### src/rtl/core/lsh_pkg.sv
// Shared widths, constants and types for the latency statistics histogram.
// No dependencies; imported by lsh_serial_div, latency_stats_histogram_top and the testbench.
`default_nettype none

package lsh_pkg;

   localparam int SAMPLE_W = 40;   // latency sample, min, max, average
   localparam int WIDTH_W  = 32;   // bucket width register
   localparam int COUNT_W  = 24;   // sample count and bucket counters
   localparam int SUM_W    = 64;   // running sum, never wraps
   localparam int INDEX_W  = 8;    // bucket index as seen on the result port

   localparam logic [WIDTH_W-1:0]  WIDTH_RESET = WIDTH_W'(1000000);
   localparam logic [COUNT_W-1:0]  COUNT_MAX   = '1;
   localparam logic [SAMPLE_W-1:0] SAMPLE_MAX  = '1;

   // status of one serial divider as seen by its controller
   typedef struct packed {
      logic busy;   // shifting quotient bits
      logic done;   // one-cycle pulse after the last quotient bit
   } div_status_type;

endpackage

`default_nettype wire

### src/rtl/core/lsh_serial_div.sv
// Bit-serial restoring divider: one quotient bit per cycle.
// Depends on lsh_pkg (div_status_type).
`default_nettype none

module lsh_serial_div
   import lsh_pkg::*;
#(
   parameter int NUM_W = 64,
   parameter int DEN_W = 24
) (
   input  logic             clock,
   input  logic             reset,
   input  logic             start,
   input  logic [NUM_W-1:0] numer,
   input  logic [DEN_W-1:0] denom,
   output logic [NUM_W-1:0] quot,
   output div_status_type   status
);

   localparam int CNT_W = (NUM_W > 1) ? $clog2(NUM_W) : 1;
   localparam logic [CNT_W-1:0] LAST_STEP = CNT_W'(NUM_W - 1);

   logic [NUM_W-1:0] q_ff, q_in;      // dividend bits out at the top, quotient in below
   logic [DEN_W-1:0] rem_ff, rem_in;
   logic [DEN_W-1:0] den_ff, den_in;
   logic [CNT_W-1:0] cnt_ff, cnt_in;
   logic             busy_ff, busy_in;
   logic             done_ff, done_in;

   logic [DEN_W:0]   trial;
   logic [DEN_W+1:0] diff;
   logic             borrow;

   assign trial  = {rem_ff, q_ff[NUM_W-1]};
   assign diff   = {1'b0, trial} - {2'b00, den_ff};
   assign borrow = diff[DEN_W+1];

   always_comb begin
      q_in    = q_ff;
      rem_in  = rem_ff;
      den_in  = den_ff;
      cnt_in  = cnt_ff;
      busy_in = busy_ff;
      done_in = 1'b0;
      if (start) begin
         q_in    = numer;
         rem_in  = '0;
         den_in  = denom;
         cnt_in  = '0;
         busy_in = 1'b1;
      end else if (busy_ff) begin
         q_in   = {q_ff[NUM_W-2:0], ~borrow};
         rem_in = borrow ? trial[DEN_W-1:0] : diff[DEN_W-1:0];
         cnt_in = cnt_ff + 1'b1;
         if (cnt_ff == LAST_STEP) begin
            busy_in = 1'b0;
            done_in = 1'b1;
         end
      end
   end

   always_ff @(posedge clock) begin
      q_ff   <= q_in;
      rem_ff <= rem_in;
      den_ff <= den_in;
      cnt_ff <= cnt_in;
      if (reset) begin
         busy_ff <= 1'b0;
         done_ff <= 1'b0;
      end else begin
         busy_ff <= busy_in;
         done_ff <= done_in;
      end
   end

   assign quot        = q_ff;
   assign status.busy = busy_ff;
   assign status.done = done_ff;

endmodule

`default_nettype wire

### config.mk
export PLATFORM = sky130hd
export DESIGN_NAME = lsh_serial_div
export DESIGN_NICKNAME = d
export VERILOG_FILES = /design/src/rtl/core/lsh_pkg.sv /design/src/rtl/core/lsh_serial_div.sv
export SDC_FILE = /design/constraint.sdc
export NUM_CORES = 1
export LEC_CHECK = 0
export BUFFER_PORTS_ARGS = -buffer_cell sky130_fd_sc_hd__buf_2
export CAP_MARGIN = 15
export CORE_MARGIN = 2
export CORE_UTILIZATION = 45
export CTS_BUF_LIST = sky130_fd_sc_hd__clkbuf_4
export CTS_CLUSTER_DIAMETER = 40
export DETAILED_ROUTE_END_ITERATION = 10
export PLACE_DENSITY_LB_ADDON = 0.05
export SYNTH_ARGS = -nofsm -noshare
export SYNTH_HDL_FRONTEND = slang
export SYNTH_SLANG_ARGS = --single-unit
export TNS_END_PERCENT = 5
### constraint.sdc
create_clock -name clock -period 4.7 [get_ports clock]
set_input_delay 0.94 -clock clock [delete_from_list [all_inputs] [get_ports clock]]
set_output_delay 0.94 -clock clock [all_outputs]
set_load 0.05 [all_outputs]
==> summary.md, run 1 <==
The worst path in the final design needs a cycle of 3.11 ns, including I/O delays and setup. In the routed layout, each cell is associated on average with a via count of 5.07. For the total count of max-transition violations in the final report, the log shows 0. The flow ran to the end, and the final reports show no timing, DRC or antenna violations. At the end of routability-driven placement, the weighted congestion stood at 0.894.

The first routing iteration left 184 violations. Category of the worst setup path capture point: a flop. The run gives 17 as the CTS buffer count. For the number of setup violations in the final report, the log shows 0.

For the critical path data required time, the log shows 5.07 ns. Dividing the synthesized area by the synthesized cell count gives 12.3 sq um. The share of the Yosys chip area taken by registers is 54.3%.

TritonCTS built the clock tree. The die outline area is 0.0144 sq mm. STA classifies the critical path startpoint as a flop. The clock passes through at most 2 buffers. In this run the worst hold path is classified as flop to flop. The detailed-routing iteration count for the pre-antenna-repair pass is 5, and the post-synthesis cell count is 492.

Tracing the worst setup path back leads to its startpoint at den_ff[1]$_DFFE_PP_. In the global route stage, overall resource usage came out at 19.3%. Summed over all layers, the global routing overflow is 0.

For the sum of routed wire length over all layers, the log shows 13100 um. The post-route clock period utilization was 66.2%. In the final layout, flip-flops and latches occupy 0.00328 sq mm.

Setup repair after global routing left no endpoint under its margin. Max-cap violations in this run came to 0. The async set-or-reset flop fraction in the synthesized netlist is 0%.

The clock insertion delay at the later pin of the skew report is 0.53 ns, and the utilization after layout is 55.4%. The root buffer cell chosen for the clock tree is clkbuf_4. Number of enable-type register cells in the synthesized netlist: 88. In this run the critical register-to-register path is launched from den_ff[1]$_DFFE_PP_. Counting every net in the synthesized netlist gives 609. Entering global routing, the biggest net connects 74 pins. The region available for standard cell placement spans 0.0132 sq mm.

The buffer count from post-CTS setup fixing is 0, and the total leakage power is 3.05 nW. The critical-path maximum fanout is 11, and the hold violation total from the final report is 0. The area added between synthesis and finish works out to 20.9%.

The tools report the number of sinks driven by the clock tree as 120. The tools report the count of cells resized by post-cts repair as 0. The most used flip-flop cell after synthesis was edfxtp_1.

In this run the power density over the cells is 388 mW/mm^2. Across the routed clock network, the largest skew measured is 0.0283 ns. The via count of the first global-routing pass is 4437, and the average routed wire per standard cell is 15.6 um. For the unique cell type count in the Yosys netlist, the log shows 54. The tools report the global-route wire length before repair as 21700 um.

Detailed routing inserted a total of 4261 vias. At the end of the flow, the number of nets in the layout was 767. The synthesized area was 0.00604 sq mm; the slew at the pin with the worst max-slew slack was 0.883 ns.

Once detail routing completed, the nets flagged for antenna violations numbered 0. The detailed placement HPWL was 9290 um; the starting density of the core was 45.8%. The die boundary height came out at 120 um.

Headroom to the max-slew limit came out at 41.1%. Derived from the worst setup path, the maximum achievable clock frequency is 321 MHz. Clock-pin slew was measured on the worst setup and hold paths at 0.12 ns. At the worst endpoint, the arrival time is 3.49 ns. The number of warnings issued by yosys is 0. In the final layout, the share of cells above drive strength 1 is 40.4%. The kind of critical path was flop to flop. The logs give 0 for the initial antenna violation count and 42 for the row count.

The synthesized design contains 120 register bits. The logs give 0.00253 sq mm for the area occupied by multi-input gates and 4 for the CTS H-tree depth. In this run the count of I/O pins placed on the die edge is 157. The worst hold path begins at cnt_ff[5]$_SDFFE_PP0P_. Peak ir drop on the vdd network: 0.000238 V. The DRC violation count after routing came out at 0. Die span in x: 120 um.

Buffers placed on the I/O ports in this run total 156. The logs give 0 ns for the post-route setup TNS and 1175 for the filler cell count in the final layout. The post-cts hold buffer count came out at 0.
-- layout make-up --
| type | count | share of cell area, % |
|---|---|---|
| inverters | 30 | 1.54 |
| clock inverters | 15 | 2.71 |
| clock buffers | 17 | 1.75 |
| multi-input cells | 319 | 34.7 |
| repair buffers | 162 | 11.3 |
| diodes | 1 | 0.0343 |
| flip-flops and latches | 120 | 44.9 |
| well taps | 176 | 3.01 |
-- metrics by stage --
step | std cells | instance area [sq um] | power, mW | worst slack (ns) | hold slack, ns
after floorplan | 492 | 6040 | 1.85 | 1.68 | 0.434
after global placement | 807 | 6980 | 2.02 | 1.53 | 0.467
after detailed placement | 807 | 6980 | 2.02 | 1.44 | 0.484
after CTS | 839 | 7300 | 2.88 | 1.54 | 0.502
after global routing | 839 | 7300 | 2.99 | 1.31 | 0.491
final | 840 | 7310 | 2.84 | 1.59 | 0.496
-- state kept, by name, summed over array words and instances (netlist names) --
register	flops
cnt_ff	6
busy_ff	1
den_ff	24
rem_ff	24
quot	64
done_ff	1
-- Yosys cell counts, types with 2 or more instances --
master    count  area, sq um
a211oi_1     17          128
a21o_1        5         37.5
a21oi_1      24          120
a22o_1        2         17.5
a31oi_1       2         12.5
a32oi_1       2         17.5
and3_1        4         25.0
buf_1         3         11.3
buf_2         2         10.0
buf_4         2         15.0
buf_6         2         22.5
clkbuf_1     14         52.6
dfxtp_1      32          641
edfxtp_1     88         2640
ha_1         25          313
inv_1        30          113
mux2_2       65          732
mux2i_1      21          210
nand2_1      25         93.8
nand2b_1      3         18.8
nand3_1       7         35.0
nand4_1       4         25.0
nor2_1       33          124
nor2b_1       5         31.3
nor3_1        2         10.0
o21a_1        3         22.5
o21ai_0      14         70.1
o21ai_1       2         10.0
o21ai_2       2         17.5
o221ai_1      2         17.5
o22ai_1       2         12.5
or2_2         2         12.5
or3_1         3         18.8
xnor2_1      15          131
xor2_1        9         78.8
-- worst paths after layout --
path | endpoint | slack [ns] | cells after the start
worst min register to register | cnt_ff[5]$_SDFFE_PP0P_ | 0.50 | 2
worst max register to register | rem_ff[20]$_SDFFE_PP0P_ | 1.59 | 12
worst min-delay path | cnt_ff[5]$_SDFFE_PP0P_ | 0.50 | 2
worst max-delay path | rem_ff[20]$_SDFFE_PP0P_ | 1.59 | 12
-- layout by cell type, fill, tap and decap left out, types with 9 or more instances in the layout --
| master | count |
|---|---|
| a211oi_1 | 17 |
| a21oi_1 | 24 |
| buf_2 | 155 |
| clkbuf_4 | 17 |
| dfxtp_1 | 32 |
| edfxtp_1 | 88 |
| ha_1 | 25 |
| inv_1 | 29 |
| mux2_2 | 65 |
| mux2i_1 | 21 |
| nand2_1 | 25 |
| nor2_1 | 33 |
| o21ai_0 | 14 |
| xnor2_1 | 15 |
| xor2_1 | 9 |
-- cell families after synthesis --
| family | Yosys count | share of synthesized area [%] |
|---|---|---|
| flops | 120 | 54.3 |
| fa+ha+maj | 26 | 5.51 |
| xor+xnor | 24 | 3.48 |
| buf+inv | 53 | 3.71 |
| mux | 86 | 15.6 |
| compound gates | 93 | 10.6 |
| simple gates | 90 | 6.75 |
-- power by group --
part | internal [mW] | leakage (nW) | switching [mW]
combinational | 0.244 | 1.74 | 0.454
clock | 0.425 | 0.171 | 0.415
sequential | 1.25 | 1.14 | 0.0507
total | 1.92 | 3.05 | 0.920
-- critical path, stage by stage (launching register included) --
cell and delay (ns):
edfxtp_1 0.39, inv_1 0.05, ha_1 0.25, nor2b_1 0.11, o21ai_0 0.13, o21ai_2 0.29
a221oi_2 0.12, o31ai_2 0.37, a31oi_2 0.17, o21ai_2 0.43, buf_4 0.32, mux2i_1 0.22
a211oi_1 0.09
-- per-layer routing --
layer  vias up  GRT usage (%)  part of all wire [%]
met4         0           6.32                  0.83
li1       2139              -                     -
met3         9           8.84                   8.1
met5         -              0                     0
met1      1985           23.6                    43
met2       128           30.4                    48
(Power assumes the default switching activity.)
==> run 2, diff against run 1 <==
==> constraint.sdc (replaced) <==
create_clock -name clock -period 2.8 [get_ports clock]
set_input_delay 0.56 -clock clock [delete_from_list [all_inputs] [get_ports clock]]
set_output_delay 0.56 -clock clock [all_outputs]
set_load 0.05 [all_outputs]
==> summary.md, run 2 (synthesis gave the netlist of run 1 again) <==
The run finished with clean final reports. The post-cts hold buffer count came out at 0 (unchanged). The launch instance of the worst register-to-register path was quot[63]$_DFFE_PP_. The tools report the total leakage power as 3.19 nW (+4.5%). The logs give 2 (+2) for the initial antenna violation count and 0 (unchanged) for the total count of max-transition violations in the final report. Broken down by cell family, the worst path's largest delay share belongs to compound AO/OA/AOI/OAI gates. The max-cap violation count is 0 (unchanged).

The net total in the final layout is 790 (+3.0%), and the clock-pin slew of the registers on the worst-case setup and hold paths is 0.12 ns (about the same). The run gives 3.25 ns (-1.82 ns) as the critical path data required time. Traced cell by cell, the critical path runs through inv_2 -> ha_4 -> fa_2 -> nor2b_1 -> o31a_1 -> nand2b_4 -> a21bo_4 -> a211oi_4 -> o21ai_2 -> a41o_1 -> mux2_2 -> a32oi_1. In the layout the commonest cells are buf_2 (155), edfxtp_1 (88), mux2_2 (65). The combined flip-flop and latch cell area is 0.00328 sq mm (unchanged).

Area occupied by multi-input gates: 0.00265 sq mm (+4.5%). The number of buffer cells added on primary ports was 156 (unchanged). Number of stages on the worst hold path: 1 (-1).

The worst setup path is launched from a flop. The sum of routed wire length over all layers was 13300 um (+2.0%); the clock insertion delay at the later pin of the skew report was 0.52 ns (about the same). The tools report the category of the worst setup path capture point as a flop. The detail-routed via count per cell came out at 5.11 (+0.74%). The starting density of the core was 45.8% (unchanged); the flip-flop count of the largest register after layout was 64 (unchanged).

The setup skew after layout came out at 0.0176 ns (-0.0107 ns). DRC violation count after routing: 0 (unchanged). The fmax came out at 372 MHz (+16%).

Row count: 42 (unchanged). The run gives 4410 (+3.5%) as the total via count after detailed routing. The logs give 0 (unchanged) for the final antenna-violating net count and 120 (unchanged) for the number of sinks driven by the clock tree. Most common cell after layout, fill and taps aside: buf_2. The worst setup timing slack at the placement stage is 0.0138 ns (-1.43 ns). The maximum number of pins on one net before global-route repair is 57 (-23%). The startpoint identified for the worst hold timing path is denom[20]. The final global-route overflow total is 0 (unchanged), and the die span in x is 120 um (unchanged). TritonCTS built the clock tree.

The die outline area was 0.0144 sq mm (unchanged); the power per cell area was 628 mW/mm^2 (+62%). The worst register-to-register path ends at rem_ff[22]$_SDFFE_PP0P_. The run gives 0.0132 sq mm (unchanged) as the total core area. The average routed wire per standard cell works out to 15.5 um (-0.70%). The path with the worst hold slack has its endpoint at den_ff[20]$_DFFE_PP_.

The run gives 2 (unchanged) as the maximum buffer depth of the clock tree. The depth of the most critical reg-to-reg path is 12 (unchanged), and the count of buffering cells on the critical path with inverters included is 1 (-1). The run gives 0.000411 V (+73%) as the peak ir drop on the vdd network. CTS buffer count: 17 (unchanged). The data arrival time of the critical path was 3.14 ns (-0.35 ns). The cell sitting at the root of the clock tree is a clkbuf_4. The logs give 0.897 (+0.34%) for the final RePlAce weighted congestion and 57.8% (+2.4 points) for the utilization after layout. The shortest clock period the worst path allows after layout is 2.69 ns (-0.424 ns), and the detailed placement HPWL is 9700 um (+4.3%). For the CTS H-tree depth, the log shows 4 (unchanged). The cell at the slowest stage of the critical path was edfxtp_1.

Setup repair after global routing could not meet its margin everywhere. All-layer global routing usage: 18.9% (-0.46 points). Filler cell count in the final layout: 1150 (-2.1%). Via count of the first global-routing pass: 4375 (-1.4%). For the headroom to the max-slew limit, the log shows 64.0% (+23 points). Setup slack of the critical path after layout: 0.112 ns (-1.48 ns).

The hold violation total from the final report was 0 (unchanged). Critical-path maximum fanout: 3 (-8). The kind of critical path was flop to flop. From synthesis to final layout, the design area changed by 26.3%. Worst stage delay on the critical path: 0.41 ns (-0.02 ns). The detailed router's first-iteration violation count was 221 (+20%). The slew at the pin with the worst max-slew slack came out at 0.541 ns (-0.342 ns). The die boundary height came out at 120 um (unchanged). The tools report the global-route wire length before repair as 21100 um (-2.5%).

The number of I/O pins was 157 (unchanged); the flop-to-flop setup slack was 0.11 ns (-1.48 ns). The detailed-routing iteration count for the pre-antenna-repair pass was 5 (unchanged). The type of the tightest min-delay check was primary input to flop. The tools report the number of setup violations in the final report as 0 (unchanged). The post-route clock period utilization is 96.0% (+30 points). The share of cells above drive strength 1 came out at 44.9% (+4.5 points).
-- run 2: cell count changes in the layout (fill, tap and decap cells not counted), moves of 2 or more --
| cell | before | now |
|---|---|---|
| buf_4 | 7 | 24 |
| buf_12 | 0 | 3 |
| clkinv_4 | 1 | 4 |
| ha_1 | 25 | 22 |
| a21oi_1 | 24 | 22 |
| buf_8 | 0 | 2 |
| ha_4 | 0 | 2 |
| mux2i_1 | 21 | 19 |
| mux2i_2 | 0 | 2 |
| o21ai_1 | 2 | 0 |
| o21ai_2 | 2 | 4 |
-- run 2: repair_timing --
| action | 4_1_cts | 5_1_grt |
|---|---|---|
| pin swaps | 3 | 25 |
| gates resized for setup | 6 | 23 |
| setup buffers | 1 | 5 |
| endpoints found under the setup margin | 10 | 20 |
-- run 2: routing by layer --
layer	wire, um	global-route usage [%]	vias up
li1	-	-	2192
met1	5690	22.9	2079
met2	6540	30.7	125
met3	947	7.51	12
met4	150	6.10	2
met5	16	0	-
-- run 2: where the power goes --
part / internal [mW] / switching [mW]
Sequential: 2.09 / 0.0875
Combinational: 0.493 / 0.799
Clock: 0.623 / 0.695
-- run 2: how the worst max path moves through the flow --
stage,slack (ns),depth (start not counted),startpoint,end
4_1_cts,0.003,12,den_ff[12]$_DFFE_PP_,rem_ff[5]$_SDFFE_PP0P_
3_3_place_gp,0.10,12,quot[63]$_DFFE_PP_,rem_ff[22]$_SDFFE_PP0P_
6_report,0.11,12,quot[63]$_DFFE_PP_,rem_ff[22]$_SDFFE_PP0P_
2_1_floorplan,-0.04,12,quot[63]$_DFFE_PP_,rem_ff[22]$_SDFFE_PP0P_
5_1_grt,-0.08,12,den_ff[1]$_DFFE_PP_,rem_ff[16]$_SDFFE_PP0P_
3_5_place_dp,0.01,12,den_ff[12]$_DFFE_PP_,rem_ff[17]$_SDFFE_PP0P_
-- run 2: per-stage QoR --
| step | TNS, ns | hold slack (ns) | power [mW] | instance area [sq um] | cells |
|---|---|---|---|---|---|
| 6_report | 0 | 0.199 | 4.79 | 7630 | 863 |
| 5_1_grt | -0.714 | 0.137 | 5.02 | 7630 | 863 |
| 4_1_cts | 0 | 0.146 | 4.79 | 7480 | 857 |
| 3_5_place_dp | 0 | 0.457 | 3.45 | 7150 | 824 |
| 3_3_place_gp | 0 | 0.450 | 3.43 | 7150 | 824 |
| 2_1_floorplan | -0.0768 | 0.434 | 3.11 | 6040 | 492 |
-- run 2: area by class of cell --
type | instances | share of cell area, %
Antenna cell | 1 | 0.0328
Clock buffer | 17 | 1.67
Clock inverter | 15 | 2.31
Inverter | 30 | 1.48
Multi-Input combinational cell | 319 | 34.7
Sequential cell | 120 | 43.0
Tap cell | 176 | 2.89
Timing Repair Buffer | 185 | 13.9
